<file path="src/sv/rmq_pkg.sv">
// ----------------------------------------------------------------------------
// rmq_pkg
// Shared widths and item types for the rotation matrix to quaternion core.
// ----------------------------------------------------------------------------
package rmq_pkg;

   localparam int DATA_WIDTH = 16;
   localparam int FRAC_BITS  = DATA_WIDTH - 2;
   localparam int T_W        = DATA_WIDTH + 3;
   localparam int MAG_W      = DATA_WIDTH + 1;
   localparam int SQ_W       = 2 * MAG_W;
   localparam int NSQ_W      = SQ_W + 2;
   localparam int ROOT_STEPS = NSQ_W / 2;
   localparam int ROOT_W     = ROOT_STEPS;
   localparam int ACC_W      = NSQ_W + 1;
   localparam int Q_W        = FRAC_BITS + 1;
   localparam int NUM_W      = MAG_W + FRAC_BITS + 1;
   localparam int DREM_W     = ROOT_W + 1;
   localparam int LANES      = 4;
   localparam int NUM_STAGES = 3 + ROOT_STEPS + Q_W;
   localparam int FIFO_DEPTH = 4;
   localparam int FIFO_AW    = 2;

   typedef logic signed [DATA_WIDTH-1:0] data_type;

   typedef struct packed {
      logic [LANES-1:0]            neg;
      logic [LANES-1:0][MAG_W-1:0] mag;
   } item_type;

   typedef struct packed {
      logic push_valid;
   } push_ctl_type;

endpackage

</file>
<file path="src/sv/rmq_req_if.sv">
// ----------------------------------------------------------------------------
// rmq_req_if
// Matrix item channel: nine signed elements with valid and ready.
// ----------------------------------------------------------------------------
interface rmq_req_if;
   logic valid;
   logic ready;
   rmq_pkg::data_type m00, m01, m02, m10, m11, m12, m20, m21, m22;

   modport source (output valid, m00, m01, m02, m10, m11, m12, m20, m21, m22,
                   input ready);
   modport sink   (input valid, m00, m01, m02, m10, m11, m12, m20, m21, m22,
                   output ready);
endinterface

</file>
<file path="src/sv/rmq_front.sv">
// ----------------------------------------------------------------------------
// rmq_front
// Accepts a matrix, picks the largest estimate and forms the scaled vector.
// ----------------------------------------------------------------------------
module rmq_front (
   input  logic                clock,
   input  logic                reset,
   rmq_req_if.sink             req_ch,
   output rmq_pkg::push_ctl_type ctl_out,
   input  logic                push_ready,
   output rmq_pkg::item_type   push_item
);

   localparam logic signed [rmq_pkg::T_W-1:0] ONE =
      rmq_pkg::T_W'(1) << rmq_pkg::FRAC_BITS;

   logic                     valid_ff, valid_in;
   rmq_pkg::item_type        item_ff, item_in;
   logic signed [rmq_pkg::T_W-1:0] e00, e01, e02, e10, e11, e12, e20, e21, e22;
   logic signed [rmq_pkg::T_W-1:0] t0, t1, t2, t3;
   logic signed [rmq_pkg::T_W-1:0] vw, vx, vy, vz;
   logic signed [rmq_pkg::T_W-1:0] vec [rmq_pkg::LANES];
   logic signed [rmq_pkg::T_W-1:0] av;
   logic [1:0]               sel;
   logic                     take;

   always_comb begin
      e00 = rmq_pkg::T_W'(req_ch.m00);
      e01 = rmq_pkg::T_W'(req_ch.m01);
      e02 = rmq_pkg::T_W'(req_ch.m02);
      e10 = rmq_pkg::T_W'(req_ch.m10);
      e11 = rmq_pkg::T_W'(req_ch.m11);
      e12 = rmq_pkg::T_W'(req_ch.m12);
      e20 = rmq_pkg::T_W'(req_ch.m20);
      e21 = rmq_pkg::T_W'(req_ch.m21);
      e22 = rmq_pkg::T_W'(req_ch.m22);
      t0 = ONE + e00 + e11 + e22;
      t1 = ONE + e00 - e11 - e22;
      t2 = ONE - e00 + e11 - e22;
      t3 = ONE - e00 - e11 + e22;
      if (t0 > t1) begin
         if (t0 > t2) sel = (t0 > t3) ? 2'd0 : 2'd3;
         else         sel = (t2 > t3) ? 2'd2 : 2'd3;
      end else begin
         if (t1 > t2) sel = (t1 > t3) ? 2'd1 : 2'd3;
         else         sel = (t2 > t3) ? 2'd2 : 2'd3;
      end
      case (sel)
         2'd0: begin
            vw = t0; vx = e21 - e12; vy = e02 - e20; vz = e10 - e01;
         end
         2'd1: begin
            vx = t1; vw = e21 - e12; vy = e01 + e10; vz = e02 + e20;
         end
         2'd2: begin
            vy = t2; vw = e02 - e20; vz = e12 + e21; vx = e10 + e01;
         end
         default: begin
            vz = t3; vw = e10 - e01; vx = e20 + e02; vy = e21 + e12;
         end
      endcase
      if (vw < 0) begin
         vec[0] = -vw; vec[1] = -vx; vec[2] = -vy; vec[3] = -vz;
      end else begin
         vec[0] = vw;  vec[1] = vx;  vec[2] = vy;  vec[3] = vz;
      end
      for (int i = 0; i < rmq_pkg::LANES; i++) begin
         av = (vec[i] < 0) ? -vec[i] : vec[i];
         item_in.neg[i] = vec[i][rmq_pkg::T_W-1];
         item_in.mag[i] = av[rmq_pkg::MAG_W-1:0];
      end
   end

   assign req_ch.ready = !valid_ff || push_ready;
   assign take         = req_ch.valid && req_ch.ready;
   assign valid_in     = take ? 1'b1 : (valid_ff && !push_ready);

   always_ff @(posedge clock) begin
      if (reset) begin
         valid_ff <= 1'b0;
      end else begin
         valid_ff <= valid_in;
      end
      if (take) begin
         item_ff <= item_in;
      end
   end

   assign ctl_out.push_valid = valid_ff;
   assign push_item          = item_ff;

endmodule

</file>
<file path="src/flat_wrapper.sv">
// flat-port wrapper written by rule: the top's interface ports become plain ports
module rmq_front_flat 
  (clock, reset, ctl_out, push_ready, push_item, req_ch_valid, req_ch_m00, req_ch_m01, req_ch_m02, req_ch_m10, req_ch_m11, req_ch_m12, req_ch_m20, req_ch_m21, req_ch_m22, req_ch_ready);
  rmq_req_if req_ch_i ();
  input  logic clock;
  input  logic reset;
  output rmq_pkg::push_ctl_type ctl_out;
  input  logic push_ready;
  output rmq_pkg::item_type push_item;
  input wire logic [$bits(req_ch_i.valid)-1:0] req_ch_valid;
  input wire logic [$bits(req_ch_i.m00)-1:0] req_ch_m00;
  input wire logic [$bits(req_ch_i.m01)-1:0] req_ch_m01;
  input wire logic [$bits(req_ch_i.m02)-1:0] req_ch_m02;
  input wire logic [$bits(req_ch_i.m10)-1:0] req_ch_m10;
  input wire logic [$bits(req_ch_i.m11)-1:0] req_ch_m11;
  input wire logic [$bits(req_ch_i.m12)-1:0] req_ch_m12;
  input wire logic [$bits(req_ch_i.m20)-1:0] req_ch_m20;
  input wire logic [$bits(req_ch_i.m21)-1:0] req_ch_m21;
  input wire logic [$bits(req_ch_i.m22)-1:0] req_ch_m22;
  output wire logic [$bits(req_ch_i.ready)-1:0] req_ch_ready;
  assign req_ch_i.valid = req_ch_valid;
  assign req_ch_i.m00 = req_ch_m00;
  assign req_ch_i.m01 = req_ch_m01;
  assign req_ch_i.m02 = req_ch_m02;
  assign req_ch_i.m10 = req_ch_m10;
  assign req_ch_i.m11 = req_ch_m11;
  assign req_ch_i.m12 = req_ch_m12;
  assign req_ch_i.m20 = req_ch_m20;
  assign req_ch_i.m21 = req_ch_m21;
  assign req_ch_i.m22 = req_ch_m22;
  assign req_ch_ready = req_ch_i.ready;
  rmq_front u_core (.clock(clock), .reset(reset), .req_ch(req_ch_i), .ctl_out(ctl_out), .push_ready(push_ready), .push_item(push_item));
endmodule
</file>
<file path="config.mk">
export PLATFORM = sky130hd
export DESIGN_NAME = rmq_front_flat
export DESIGN_NICKNAME = d
export VERILOG_FILES = /design/src/sv/rmq_pkg.sv /design/src/sv/rmq_req_if.sv /design/src/sv/rmq_front.sv /design/src/flat_wrapper.sv
export SDC_FILE = /design/constraint.sdc
export NUM_CORES = 1
export LEC_CHECK = 0
export BUFFER_PORTS_ARGS = -buffer_cell sky130_fd_sc_hd__buf_2
export CAP_MARGIN = 20
export CORE_MARGIN = 2
export CORE_UTILIZATION = 43
export CTS_CLUSTER_SIZE = 14
export DETAILED_ROUTE_END_ITERATION = 10
export PLACE_DENSITY = 0.68
export SLEW_MARGIN = 15
export SYNTH_ARGS = -nofsm -noshare
export SYNTH_HDL_FRONTEND = slang
export SYNTH_SLANG_ARGS = --single-unit
</file>
<file path="constraint.sdc">
create_clock -name clock -period 14.5 [get_ports clock]
set_input_delay 1.45 -clock clock [delete_from_list [all_inputs] [get_ports clock]]
set_output_delay 1.45 -clock clock [all_outputs]
set_load 0.02 [all_outputs]
</file>
-- Word-level counts from Yosys, hierarchy flattened
Cells that the tools add are included.
- reduce and logical (&&, ||, !) cells: 6
- add/sub/neg operators: 24
- magnitude comparators: 11
- mux-type cells: 16
- eq/ne operators: 2
- operators with widths (operator ; count):
    one-hot mux 19 bit (3 select lines) ; 4
    greater-than comparator 19 bit ; 6
    < comparator 19 x 1 -> 1 bit, second input constant ; 5
    2-to-1 mux 76 bit ; 1
    negation 19 bit ; 4
    2-to-1 mux 17 bit ; 4
    negation 17 bit ; 4
    adder 16 x 16 -> 17 bit ; 3
    subtractor 16 x 16 -> 17 bit ; 3
    subtractor 19 x 16 -> 19 bit ; 2
    adder 17 x 16 -> 18 bit ; 2
    subtractor 17 x 16 -> 18 bit ; 2
    adder 18 x 16 -> 19 bit ; 1
    adder 19 x 16 -> 19 bit ; 1
    adder 16 x 16 -> 17 bit, first input constant ; 1
    subtractor 16 x 16 -> 17 bit, first input constant ; 1
    2-to-1 mux 2 bit ; 5
    equality test 2 x 1 -> 1 bit, second input constant ; 1
    equality test 2 bit, second input constant ; 1
    logical AND 1 bit ; 2
    logical NOT 1 bit ; 2
    logical NOT 2 bit ; 1
    2-to-1 mux 1 bit ; 2
    logical OR 1 bit ; 1
- logic and storage cells: 65
- bits in registers: 73

-- Logic depth before layout (Yosys ltp)
- depth after elaboration: 13
- depth in mapped cells: 54
- depth with buffers taken out: 49

-- Worst setup path before layout
No wires, ideal clock.
- path type: input -> register
- start: input req_ch_m00[0]
- end: register u_core.item_ff (netlist bit u_core.push_item[7]) (data pin)
- path buffers: 4
- required time: 14.230 ns
- arrival: 10.688 ns
- path slack: 3.542 ns
- cell stages on the path: 51
- cell sequence: inv_1 ha_1 inv_1 fa_1 nand2_1 nand2_1 a21oi_1 o21ai_0 a21oi_1 o21ai_0 a21oi_1 o21ai_0 a21oi_1 o21ai_0 a21oi_1 o21ai_0 a21oi_1 o21bai_1 [15 not listed] inv_1 o2111a_1 nand4bb_1 o21ai_4 buf_2 buf_2 buf_1 mux2i_1 ha_1 clkbuf_1 inv_1 a221oi_1 a311oi_1 a211o_1 or4_1 or4_4 a21oi_1 a21oi_1
- RTL lines (item ; line ; source):
    start, declared ; flat_wrapper.sv:11 ; input wire logic [$bits(req_ch_i.m00)-1:0] req_ch_m00;
    end signal, assigned ; rmq_front.sv:85 ; item_ff <= item_in;
    end, declared ; rmq_front.sv:18 ; rmq_pkg::item_type item_ff, item_in;

==> Flow_metrics.wiki <==
{| class="wikitable"
! Metric !! Value
|-
| Number of instances on the worst hold path || 2
|-
| Post-cts sizing count || 0
|-
| Number of enable flip-flop cells after synthesis || 72
|-
| Global-route wire length before repair || 119,000 um
|-
| Commonest cells in the netlist || sky130_fd_sc_hd__ha_1 (333), sky130_fd_sc_hd__inv_1 (256), sky130_fd_sc_hd__a21oi_1 (236)
|-
| Post-Synthesis Net Count || 3,299
|-
| Endpoints failing setup || 0
|-
| Antenna cells || 0
|-
| Number of buffer and inverter instances along the worst setup path || 4
|-
| Wire length on met2 || 37,100 um
|-
| Worst path required time || 14.57 ns
|-
| Largest area contributor in the synthesized netlist || sky130_fd_sc_hd__ha_1
|-
| Final #Nets || 3,458
|-
| Post-CTS Setup Inserts || 0
|-
| Largest fanout of any net on the critical path || 18
|-
| Final weighted congestion of routability-driven global placement || 1.03
|-
| Max-slew violation count || 0
|-
| Clk slew on worst S/H paths || 0.06 ns
|-
| Overflow after GRT || 0
|-
| Area growth syn-to-layout || 9.14%
|-
| Top Metal Used || met4
|-
| Clock tree from TritonCTS || yes
|-
| Kind of capture point of the worst setup path || flip-flop
|-
| Area of placed instances || 22,900 um^2
|-
| Number of library cell types mapped by synthesis || 112
|-
| Clock latency on the worst-skew pair || 0.33 ns
|-
| Cell count along the critical path || 43
|-
| Worst stage delay on the critical path || 0.84 ns
|-
| Number of H-tree branching levels || 3
|-
| Per-instance average area after synthesis || 7.61 um^2
|-
| Number of antenna violations at the first check in global routing || 0
|-
| Number of optimization iterations in the first detailed-route pass || 8
|-
| Via count of the routed design || 22.0k
|-
| Final std cell area, no fill || 23,200 um^2
|-
| Netlist area before placement || 21,200 um^2
|-
| Count of input and output buffers || 221
|-
| Normalized max-slew margin || 27.8%
|-
| Path type of the worst min-delay path || reg -> reg
|-
| Number of warnings printed during yosys synthesis || 0
|-
| Number of global-route vias before repair || 21.2k
|-
| Die Span Y || 226 um
|-
| Hold-fix buffers, CTS || 0
|-
| Syn Inst Count || 2,788
|-
| Critical Path AT || 13.09 ns
|-
| Kind of critical path || in -> reg
|-
| Top area cells in the synthesized netlist || sky130_fd_sc_hd__ha_1 (20%), sky130_fd_sc_hd__edfxtp_1 (10%), sky130_fd_sc_hd__xnor2_1 (8.2%)
|-
| Antenna-violating nets left || 0
|-
| Routed wire per std cell || 21.8 um
|-
| MaxCap Viol Count || 0
|-
| Fmax || 76.8 MHz
|-
| Die boundary width || 226 um
|-
| Transition time at the pin with the least slew margin || 1.08 ns
|-
| Top-level I/O count || 222
|-
| Wire length reported by the detailed router || 79,000 um
|-
| Number of buffers on the longest clock path || 2
|-
| Share of the synthesized area in the top cell type || 19.6%
|-
| Effective utilization at floorplan || 43.4%
|-
| Met3 wire len || 4610 um
|-
| Sort of element at the start of the critical path || primary input
|-
| Final worst-path cycle share || 89.8%
|-
| Share of synthesized registers carrying an async set or reset || 0%
|-
| Synthesized flop and latch total || 73
|-
| Setup repair after global routing missed its margin || false
|-
| TritonCTS Sinks || 73
|-
| Sequential fraction of the synthesis area || 10.3%
|-
| Main synth FF type || sky130_fd_sc_hd__edfxtp_1
|-
| Cell chosen for the clock root || sky130_fd_sc_hd__clkbuf_16
|-
| Overall global routing resource usage || 30.1%
|-
| Standard cell with the maximum stage delay on the critical path || sky130_fd_sc_hd__o21ai_4
|-
| Dominant delay contributor by cell family on the critical path || compound AO/OA/AOI/OAI gates
|-
| Clock skew after layout || 0.00477 ns
|-
| TNS Setup || 0 ns
|-
| TritonCTS Buffers || 9
|-
| Fraction of final layout cells sized beyond drive strength 1 || 11.5%
|-
| Average vias per placed instance || 6.07
|-
| Outcome || complete, no violations
|-
| Post-Route M1 WL || 31,900 um
|-
| Utilization after layout || 47.4%
|-
| DRC violation count after routing || 0
|-
| Placeable Area || 48,800 um^2
|-
| Number of endpoints with negative hold slack in the final report || 0
|-
| Violation count after the first detailed-routing iteration || 1,688
|-
| Number of cells traversed by the worst register-to-register path || 2
|-
| Most instantiated library cell after synthesis || sky130_fd_sc_hd__ha_1
|-
| Die Footprint || 51,100 um^2
|-
| Largest net degree at the start of global routing || 94
|-
| Number of core rows || 81
|-
| Minimum clock period || 13.02 ns
|-
| Final HPWL from detailed placement || 66,500 um
|}
[worst min-delay path, stage by stage, from the launching register on]
cell and delay (ns):
sky130_fd_sc_hd__dfxtp_1 0.31, sky130_fd_sc_hd__nand2b_1 0.10, sky130_fd_sc_hd__a21oi_1 0.08
[per-layer routing]
metal,global-route usage [%],up-vias
met5,0,-
met4,18.0,0
met3,3.11,218
met2,51.8,890
met1,36.1,10381
li1,-,10472
[layout by cell type (no fill, tap or decap), types with 24 or more instances in the layout]
master	netlist	routed
sky130_fd_sc_hd__nand2b_1	40	40
sky130_fd_sc_hd__buf_2	36	221
sky130_fd_sc_hd__o31ai_1	25	25
sky130_fd_sc_hd__nor2b_1	39	39
sky130_fd_sc_hd__mux2i_1	28	28
sky130_fd_sc_hd__o21ai_0	181	181
sky130_fd_sc_hd__and2_1	24	24
sky130_fd_sc_hd__nand3_1	80	80
sky130_fd_sc_hd__nand4_1	32	32
sky130_fd_sc_hd__xor2_1	85	85
sky130_fd_sc_hd__nor3_1	63	63
sky130_fd_sc_hd__a211oi_1	31	31
sky130_fd_sc_hd__inv_1	256	256
sky130_fd_sc_hd__xnor2_1	199	199
sky130_fd_sc_hd__a21o_1	47	47
sky130_fd_sc_hd__nor2_1	211	211
sky130_fd_sc_hd__nand2_1	172	172
sky130_fd_sc_hd__o211ai_1	37	37
sky130_fd_sc_hd__and3_1	36	36
sky130_fd_sc_hd__ha_1	333	333
sky130_fd_sc_hd__fa_1	30	30
sky130_fd_sc_hd__a21oi_1	236	236
sky130_fd_sc_hd__o21bai_1	33	33
sky130_fd_sc_hd__edfxtp_1	72	72
sky130_fd_sc_hd__a31oi_1	30	30
[registers in the layout, indices dropped and copies added (netlist names)]
signal	flops
u_core.ctl_out	1
u_core.push_item	72
[path summary, 6_finish.rpt]
kind	start	slack [ns]	endpoint
setup / recovery	req_ch_m00[0]	1.48	u_core.push_item[15]$_DFFE_PP_
hold / removal	u_core.ctl_out$_SDFF_PP0_	0.54	u_core.ctl_out$_SDFF_PP0_
hold reg to reg	u_core.ctl_out$_SDFF_PP0_	0.54	u_core.ctl_out$_SDFF_PP0_
setup reg to reg	u_core.ctl_out$_SDFF_PP0_	12.94	u_core.push_item[13]$_DFFE_PP_
[logic make-up after synthesis]
logic type / synth area share, %
fa+ha+maj: 22.6
simple gates: 18.9
xor+xnor: 12.0
compound gates: 27.4
buf+inv: 6.92
mux: 1.90
flops: 10.3
[metrics by stage]
stage	setup WS [ns]	hold slack [ns]	std cells
final	1.48	0.537	3616
after global routing	0.511	0.589	3616
after CTS	1.70	0.545	3616
after detailed placement	1.41	0.538	3600
after global placement	1.56	0.491	3599
after floorplan	3.54	0.729	2788
[final cells by class]
cell class	count	area, um^2
well taps	664	831
clock inverters	7	75.1
fillers	4931	25700
flip-flops and latches	73	2180
repair buffers	245	1290
clock buffers	9	225
inverters	257	965
multi-input cells	2361	17600
Power is not shown: default switching activity piles up to over one toggle a cycle in this logic, so the estimate is an artifact.
