`config.mk`:
```
export PLATFORM = sky130hd
export DESIGN_NAME = rmq_fifo
export DESIGN_NICKNAME = d
export VERILOG_FILES = /design/src/sv/rmq_pkg.sv /design/src/sv/rmq_fifo.sv
export SDC_FILE = /design/constraint.sdc
export NUM_CORES = 1
export LEC_CHECK = 0
export BUFFER_PORTS_ARGS = -buffer_cell sky130_fd_sc_hd__buf_2
export CORE_MARGIN = 2
export CORE_UTILIZATION = 59
export CTS_BUF_LIST = sky130_fd_sc_hd__clkbuf_2
export DETAILED_ROUTE_END_ITERATION = 10
export HOLD_SLACK_MARGIN = 0.02
export PLACE_DENSITY = 0.8
export SETUP_SLACK_MARGIN = 0.3
export SYNTH_ARGS = -nofsm -noshare
export SYNTH_HDL_FRONTEND = slang
export SYNTH_SLANG_ARGS = --single-unit
```
`constraint.sdc`:
```
create_clock -name clock -period 3.4 [get_ports clock]
set_input_delay 0.68 -clock clock [delete_from_list [all_inputs] [get_ports clock]]
set_output_delay 0.68 -clock clock [all_outputs]
set_load 0.05 [all_outputs]
```
`src/sv/rmq_pkg.sv`:
```
// ----------------------------------------------------------------------------
// rmq_pkg
// Shared widths and item types for the rotation matrix to quaternion core.
// ----------------------------------------------------------------------------
package rmq_pkg;

   localparam int DATA_WIDTH = 16;
   localparam int FRAC_BITS  = DATA_WIDTH - 2;
   localparam int T_W        = DATA_WIDTH + 3;
   localparam int MAG_W      = DATA_WIDTH + 1;
   localparam int SQ_W       = 2 * MAG_W;
   localparam int NSQ_W      = SQ_W + 2;
   localparam int ROOT_STEPS = NSQ_W / 2;
   localparam int ROOT_W     = ROOT_STEPS;
   localparam int ACC_W      = NSQ_W + 1;
   localparam int Q_W        = FRAC_BITS + 1;
   localparam int NUM_W      = MAG_W + FRAC_BITS + 1;
   localparam int DREM_W     = ROOT_W + 1;
   localparam int LANES      = 4;
   localparam int NUM_STAGES = 3 + ROOT_STEPS + Q_W;
   localparam int FIFO_DEPTH = 4;
   localparam int FIFO_AW    = 2;

   typedef logic signed [DATA_WIDTH-1:0] data_type;

   typedef struct packed {
      logic [LANES-1:0]            neg;
      logic [LANES-1:0][MAG_W-1:0] mag;
   } item_type;

   typedef struct packed {
      logic push_valid;
   } push_ctl_type;

endpackage

```
`src/sv/rmq_fifo.sv`:
```
// ----------------------------------------------------------------------------
// rmq_fifo
// Short item queue between the front and the arithmetic back end.
// ----------------------------------------------------------------------------
module rmq_fifo (
   input  logic                  clock,
   input  logic                  reset,
   input  rmq_pkg::push_ctl_type ctl_in,
   output logic                  push_ready,
   input  rmq_pkg::item_type     push_item,
   output logic                  pop_valid,
   input  logic                  pop_ready,
   output rmq_pkg::item_type     pop_item
);

   rmq_pkg::item_type            mem [rmq_pkg::FIFO_DEPTH];
   logic [rmq_pkg::FIFO_AW-1:0]  wr_ptr_ff, wr_ptr_in, rd_ptr_ff, rd_ptr_in;
   logic [rmq_pkg::FIFO_AW:0]    count_ff, count_in;
   logic                         do_push, do_pop;

   assign push_ready = (count_ff != (rmq_pkg::FIFO_AW+1)'(rmq_pkg::FIFO_DEPTH));
   assign pop_valid  = (count_ff != '0);
   assign do_push    = ctl_in.push_valid && push_ready;
   assign do_pop     = pop_valid && pop_ready;
   assign pop_item   = mem[rd_ptr_ff];

   always_comb begin
      wr_ptr_in = do_push ? wr_ptr_ff + 1'b1 : wr_ptr_ff;
      rd_ptr_in = do_pop  ? rd_ptr_ff + 1'b1 : rd_ptr_ff;
      count_in  = count_ff;
      if (do_push && !do_pop) count_in = count_ff + 1'b1;
      if (!do_push && do_pop) count_in = count_ff - 1'b1;
   end

   always_ff @(posedge clock) begin
      if (reset) begin
         wr_ptr_ff <= '0;
         rd_ptr_ff <= '0;
         count_ff  <= '0;
      end else begin
         wr_ptr_ff <= wr_ptr_in;
         rd_ptr_ff <= rd_ptr_in;
         count_ff  <= count_in;
      end
      if (do_push) begin
         mem[wr_ptr_ff] <= push_item;
      end
   end

`ifndef SYNTHESIS
   a_no_overflow: assert property (@(posedge clock) disable iff (reset)
      count_ff <= (rmq_pkg::FIFO_AW+1)'(rmq_pkg::FIFO_DEPTH))
      else $error("queue count beyond depth");
   a_count_track: assert property (@(posedge clock) disable iff (reset)
      (do_push && !do_pop) |=> count_ff == $past(count_ff) + 1'b1)
      else $error("queue count lost a push");
   a_ptr_gap: assert property (@(posedge clock) disable iff (reset)
      (wr_ptr_ff - rd_ptr_ff) == count_ff[rmq_pkg::FIFO_AW-1:0])
      else $error("queue pointers disagree with count");
`endif

endmodule

```
# Word-level counts from Yosys, hierarchy flattened
# Memory sizes are Yosys's and may differ from the RTL's. A register that Yosys moved wholly into a read port is not among the register bits.
# Index checks and enable logic that the tools add are counted.
# word_totals
mem_bits_rw	288
wordCells	23
out_inout_bits	74
regBits	7
input_bits	76
memories	1
# memory_table
name	words	word_bits	rd	rd_clocked_by_memory_dff	write_ports	line_no	source
mem	4	72	1	1	1	rmq_fifo.sv:16	rmq_pkg::item_type mem [rmq_pkg::FIFO_DEPTH];
# op_classes
n_mux	6
n_reduce_logical	8
eq_ne	1
n_addsub	4
# op_table
cell	n
$mux 3	2
$add 2x1->2 const B	2
$logic_and 1x1->1	4
$mux 2	2
$add 3x1->3 const B	1
$ne 3x3->1 const B	1
$reduce_bool 3->1	1
$sub 3x1->3 const B	1
$logic_not 1->1	2
$mux 1	2
$reduce_bool 2->1	1

# Depth between registers and ports, before layout
# Gate-level depths: netlist (run 1).
# logic_depth
depth_word	6
ltp_mapped	9
depth_no_buf	9

# Worst setup path after synthesis (run 1)
# OpenSTA, ideal clock, no wires.
# synth_timing
kind	input port to flip-flop
start	input ctl_in
end	memory mem[2][0] (netlist name), enable pin
arrival_time_ns	2.665
setup_slack_ns	0.297
t_required_ns	2.962
stages	2
setup_ns	0.438
path_buffers	0
path_cell_list	a21boi_2 -> and2_1
# synth_between
elab_chain_cells	3
# synth_rtl
item	line_no	source
start: declaration	rmq_fifo.sv:8	input rmq_pkg::push_ctl_type ctl_in,
$logic_and 1x1->1	rmq_fifo.sv:23	assign do_push = ctl_in.push_valid && push_ready;
$mux 1	rmq_fifo.sv:45	if (do_push) begin
$mux 1 (not written as such)	rmq_fifo.sv:46	mem[wr_ptr_ff] <= push_item;
end: declaration	rmq_fifo.sv:16	
# Every way passes these cells.

==> results of run 1 <==
[repair_timing]
action / CTS / global route
hold buffers: 61 / 11
setup buffers: 7 / 0
hold endpoints to repair: 201 / 41
resized for setup: 1 / 0
endpoints found under the setup margin: 71 / 39
cloned: 0 / 1
[through the flow]
| stage | area [µm²] | setup WS (ns) |
|---|---|---|
| 6_report | 13400 | 0.400 |
| 5_1_grt | 13400 | 0.249 |
| 4_1_cts | 13300 | 0.313 |
| 3_5_place_dp | 12000 | 0.942 |
| 3_3_place_gp | 12000 | 0.956 |
| 2_1_floorplan | 10900 | 1.08 |
[area by class of cell]
type	count	area [µm²]	share of cell area, %
diodes	2	5.00	0.0373
repair buffers	242	1730	12.9
well taps	229	287	2.13
clock buffers	101	505	3.76
flip-flops and latches	297	8840	65.8
inverters	6	22.5	0.168
multi-input cells	108	1910	14.2
clock inverters	29	143	1.06
[worst register-to-register path: stages (launching register included)]
cell	delay, ns
dfxtp_1	0.44
nor2_1	0.10
a21boi_2	0.34
and2_4	0.63
buf_4	0.36
[cell usage after synthesis]
| cell type | instances | area share, % |
|---|---|---|
| nand2_1 | 1 | 0.034 |
| a21oi_1 | 2 | 0.091 |
| and2_1 | 4 | 0.23 |
| inv_1 | 6 | 0.21 |
| mux4_1 | 2 | 0.48 |
| nor2_1 | 9 | 0.31 |
| xor2_1 | 3 | 0.24 |
| mux2i_1 | 1 | 0.091 |
| edfxtp_1 | 288 | 79 |
| buf_6 | 1 | 0.10 |
| mux4_2 | 70 | 14 |
| or3_1 | 2 | 0.11 |
| a21boi_2 | 1 | 0.10 |
| o21ai_0 | 1 | 0.046 |
| clkbuf_1 | 2 | 0.069 |
| buf_2 | 7 | 0.32 |
| xnor2_1 | 1 | 0.080 |
| dfxtp_1 | 9 | 1.6 |
| ha_1 | 5 | 0.57 |
| fa_1 | 1 | 0.18 |
| nand2b_1 | 2 | 0.11 |
| mux2_2 | 1 | 0.10 |
| o31a_1 | 1 | 0.080 |
| buf_12 | 7 | 1.3 |
| o311ai_0 | 1 | 0.080 |
[flip-flops by register name (all words and copies together), names as in the netlist, named ones only]
signal / count
count_ff: 3
rd_ptr_ff: 2
wr_ptr_ff: 2
mem: 288
[cells by family (layout without fill, tap and decap cells)]
kind of cell,after synthesis,count (layout),synth area share [%]
flops,297,297,80.7
compound gates,6,6,0.400
simple gates,18,18,0.800
xor+xnor,4,4,0.320
other cells,0,2,0
mux,74,74,15.1
fa+ha+maj,6,6,0.755
buf+inv,23,378,1.98
[power by group through the flow]
stage / Clock (µW) / Combinational (µW) / Sequential [µW]
final: 2170 / 3620 / 4530
after global placement: 0 / 3400 / 4650
after floorplan: 0 / 2890 / 4560
after CTS: 2230 / 3640 / 4530
after detailed placement: 0 / 3430 / 4680
after global routing: 2390 / 3800 / 4560
[how the worst max path moves through the flow]
stage,end,slack (ns),depth (start not counted)
2_1_floorplan,mem[0][0],1.08,2
3_3_place_gp,pop_item[36],0.96,3
3_5_place_dp,pop_item[32],0.94,3
4_1_cts,pop_item[47],0.31,3
5_1_grt,pop_item[24],0.25,4
6_report,pop_item[24],0.40,4
[routing by layer]
layer	wire length (µm)	track usage, %	vias up	share of wire (%)
li1	-	-	2478	-
met1	8020	26.4	2806	39
met2	10800	35.9	193	52
met3	1290	6.84	55	6.2
met4	528	8.72	0	2.6
met5	0	0	-	0
==> run_results.csv, run 1 <==
group,metric,value,unit
worst_setup_path,crit_chain,"buf_4 -> buf_4 -> mux4_2 -> buf_2",
global_routing,grt_pass1_wl,31300,µm
worst_setup_path,startpoint_type,"flop",
worst_setup_path,crit_top_cell,"buf_4",
power,p_total,10300,µW
route,vias,5532,
clocking,clock_latency,0.85,ns
clocking,clockBufferDepth,3,
power,switching_share,37.6,%
die,std_cell_rows,49,
layout,drive_gt1_share,45.6,%
layout,fillers,1058,
worst_setup_path,slowest_stage,"mux4_2",
die,ios,150,
worst_setup_path,path_delay_family,"buffers and inverters",
power,switchingPower,3880,µW
die,core,18100,µm²
route,drt-initial-drc-count,279,
layout,post-route-util,74.3,%
layout,areaGrowthSynthToFinish,22.8,%
route,first_pass_iters,4,
logic_synthesis,yosysSeqAreaShare,80.7,%
worst_setup_path,path_max_fanout,8,
global_routing,first_global_vias,5952,
die,die_w,140,µm
power,p_per_area,768,nW/µm²
power,peakVddDrop,0.453,mV
timing,slew_headroom,58.3,%
power,power.share.clock,21.0,%
route,wl,20600,µm
run_status,outcome,"finished clean",
global_routing,grt_max_degree,51,
timing,clock_skew,0.0502,ns
worst_setup_path,worstSetupPathType,"flop to output pin",
layout,layout_common_cells,"edfxtp_1, buf_2, clkbuf_2, dlygate4sd3_1, mux4_2",
layout,instances_no_fill,1014,
placement,dp_hpwl,11700,µm
worst_setup_path,end_kind,"output pin",
min_path,whs_path_depth,2,
timing,max_slew.worst_pin.slew,0.625,ns
layout,mostFrequentLayoutCell,"edfxtp_1",
global_routing,grt.overflow.total,0,
worst_setup_path,cp.required,2.72,ns
clocking,tritoncts,"done",
timing,hold_ws,0.164,ns
worst_setup_path,rr_worst_depth,4,
timing,hold_viol,0,
logic_synthesis,syn_inst,428,
global_routing,antenna_found_initial,2,
worst_setup_path,reg2reg_from,"count_ff[0]",
worst_setup_path,arrival,2.32,ns
logic_synthesis,yosys_register_bits,297,
timing,rsz0062_at_grt,"true",
clocking,path_clk_slew,0.10,ns
logic_synthesis,synth_nets,510,
global_routing,grt_use_total,21.5,%
min_path,hp-start,"reset",
die,initial_utilization,60.5,%
clocking,cts_root_buf,"clkbuf_2",
logic_synthesis,yosys.cell_types.count,25,
timing,setup_viol,0,
route,ant_nets,0,
power,p_int,6440,µW
timing,min_period,3.00,ns
timing,maxSlewViolCount,0,
worst_setup_path,max_stage_delay,0.50,ns
power,pwr-share-comb,35.1,%
placement,dp.cells,802,
logic_synthesis,syn_avg_cell_area,25.6,µm²
power,leakagePower,0.00474,µW
route,drc,0,
clocking,cts.sinks,297,
die,die_area,19700,µm²
logic_synthesis,yosys_warnings,0,
die,die_h,140,µm
clocking,numCtsBuffers,72,
layout,fin_nets,809,
clocking,ctsHtreeMaxLevel,3,
placement,place.gp.congestion,0.776,
route,wire_per_inst,20.4,µm
min_path,whs_endpoint,"rd_ptr_ff[0]",
worst_setup_path,r2r-end,"mem[2][14]",
route,viasPerCell,5.46,
timing,fin_crit_sh,88.2,%
timing,max_freq,333,MHz
timing,setup_tns,0,ns
worst_setup_path,r2r_slack,1.22,ns
placement,io_buffers,149,
power,seqPwrFrac,43.9,%
worst_setup_path,critPathBufInv,3,
job,maxCapViolCount,0,
min_path,hp-class,"primary input to flop",
logic_synthesis,synthesis.area,10900,µm²
Power figures use the tool's default switching activity.
==> run 2: changes to the inputs <==
CORE_MARGIN = default   (was 2)
SLEW_MARGIN = 20   (was default)
clock period = 2.9 ns   (was 3.4 ns; I/O delays follow)
==> run 2 against run 1 <==
The flow now finishes with violations (design-rule violations). Clock skew grew 0.0068 ns. Clock power rose by 14%. Sequential cell count is the same. First-iteration DRC count is 13% higher. Non-clock buffer count rose by 12. Worst setup slack worse by 0.34 ns. Via count up 3.0%. Critical path type unchanged. Critical endpoint is now pop_item[13]. Highest routed layer unchanged.
==> run_results.csv, run 2 (synthesis gave the netlist of run 1 again) <==
group,metric,value,unit
die,die_h,138,µm
run_status,failed_checks,"design-rule violations",
clocking,path_clk_slew,0.11,ns
timing,setup_viol,0,
timing,max_slew.worst_pin.slew,0.433,ns
worst_setup_path,path_max_fanout,4,
global_routing,grt_pass1_wl,34300,µm
layout,largestRegisters,"mem (288), count_ff (3)",
power,p_per_area,939,nW/µm²
clocking,cts.sinks,297,
worst_setup_path,worstSetupPathType,"flop to output pin",
power,peakVddDrop,0.873,mV
route,first_pass_iters,8,
global_routing,grt_use_total,24.5,%
global_routing,first_global_vias,6341,
timing,hold_viol,0,
layout,largest_register_ffs,288,
route,wire_per_inst,22.2,µm
placement,place.gp.congestion,0.708,
clocking,cts_root_buf,"clkbuf_2",
worst_setup_path,arrival,2.26,ns
route,wl,22500,µm
route,vias,5698,
route,drt-initial-drc-count,315,
worst_setup_path,startpoint_type,"flop",
global_routing,grt.overflow.total,0,
clocking,clockBufferDepth,3,
global_routing,antenna_found_initial,1,
timing,setup_tns,0,ns
route,viasPerCell,5.62,
global_routing,grt_max_degree,49,
clocking,ctsHtreeMaxLevel,3,
die,initial_utilization,60.5,%
timing,max_freq,352,MHz
route,drc,18,
timing,rsz0062_at_grt,"true",
power,leakagePower,0.00501,µW
die,std_cell_rows,49,
die,die_w,138,µm
timing,maxSlewViolCount,0,
timing,min_period,2.84,ns
min_path,hp-class,"primary input to flop",
clocking,numCtsBuffers,70,
die,core,18100,µm²
layout,largest-register,"mem",
layout,fin_area,14100,µm²
timing,clock_skew,0.0570,ns
layout,areaGrowthSynthToFinish,28.9,%
layout,post-route-util,78.0,%
placement,io_buffers,149,
layout,drive_gt1_share,47.7,%
run_status,outcome,"finished, violations left",
timing,fin_crit_sh,97.9,%
layout,layout_common_cells,"edfxtp_1, clkbuf_2, buf_2, dlygate4sd3_1, mux4_2",
die,ios,150,
layout,mostFrequentLayoutCell,"edfxtp_1",
worst_setup_path,end_kind,"output pin",
clocking,tritoncts,"done",
job,maxCapViolCount,0,
timing,slew_headroom,71.1,%
clocking,clock_latency,0.78,ns
die,die_area,19100,µm²
route,ant_nets,0,
placement,placed_cell_area,12000,µm²
worst_setup_path,cp.required,2.32,ns
layout,fin_nets,819,
placement,dp_hpwl,11200,µm
run 2: cell count changes in the layout (fill, tap and decap cells not counted), sizes merged:
cell         previous run  this run
diode                   2         1
clkbuf                102       110
clkinv                 27         6
inv                     6        10
dlygate4sd3            72        73
buf                   169       180
clkinvlp                2         0
run 2: worst paths after layout:
check                             startpoint      endpoint  slack [ns]  depth (start not counted)
worst max-delay path                    flop  pop_item[13]        0.06                          5
worst min-delay path               pop_ready          flop        0.29                          4
worst max register to register   count_ff[0]   count_ff[2]        0.78                          9
worst min register to register  wr_ptr_ff[1]  wr_ptr_ff[1]        0.55                          2
run 2: power breakdown:
part	total [µW]	switching, µW	leakage, µW	internal, µW
registers	5300	135	0.00272	5170
logic	5470	3140	0.00181	2330
clock network	2480	1500	0.000479	977
total	13200	4770	0.00501	8470
run 2: final cells by class:
cell class,count,area (µm²)
Clock buffer,109,546
Fill cell,918,3980
Inverter,6,22.5
Antenna cell,1,2.50
Sequential cell,297,8840
Clock inverter,10,37.5
Multi-Input combinational cell,108,1900
Tap cell,229,287
Timing Repair Buffer,254,2470
run 2: repair_timing:
action / in CTS / in global routing
hold endpoints to repair: 288 / 1
buffers inserted: 12 / 1
cloned: 5 / 1
setup endpoints to repair: 72 / 72
pin swaps: 0 / 0
hold buffers: 72 / 1
resized for setup: 142 / 19
run 2: critical path, stage by stage, from the launching register on:
cell       delay, ns
dfxtp_4         0.39
buf_12          0.12
buf_12          0.13
clkbuf_16       0.16
mux4_2          0.53
buf_6           0.17
run 2: routing by layer:
metal,share of wire (%),vias up,GRT usage (%)
met5,0,-,0
met2,53,269,41.3
met1,38,2920,30.9
met4,1.4,0,9.46
li1,-,2481,-
met3,7.4,28,6.17
run 2: through the flow:
step	cells	hold slack, ns	total power (µW)	setup slack [ns]
final	1014	0.290	13200	0.0603
after global routing	1014	0.225	13800	-0.102
after CTS	1010	0.0256	13100	0.0130
after detailed placement	802	0.526	9480	0.616
after global placement	802	0.491	9420	0.695
after floorplan	428	0.482	8730	0.680
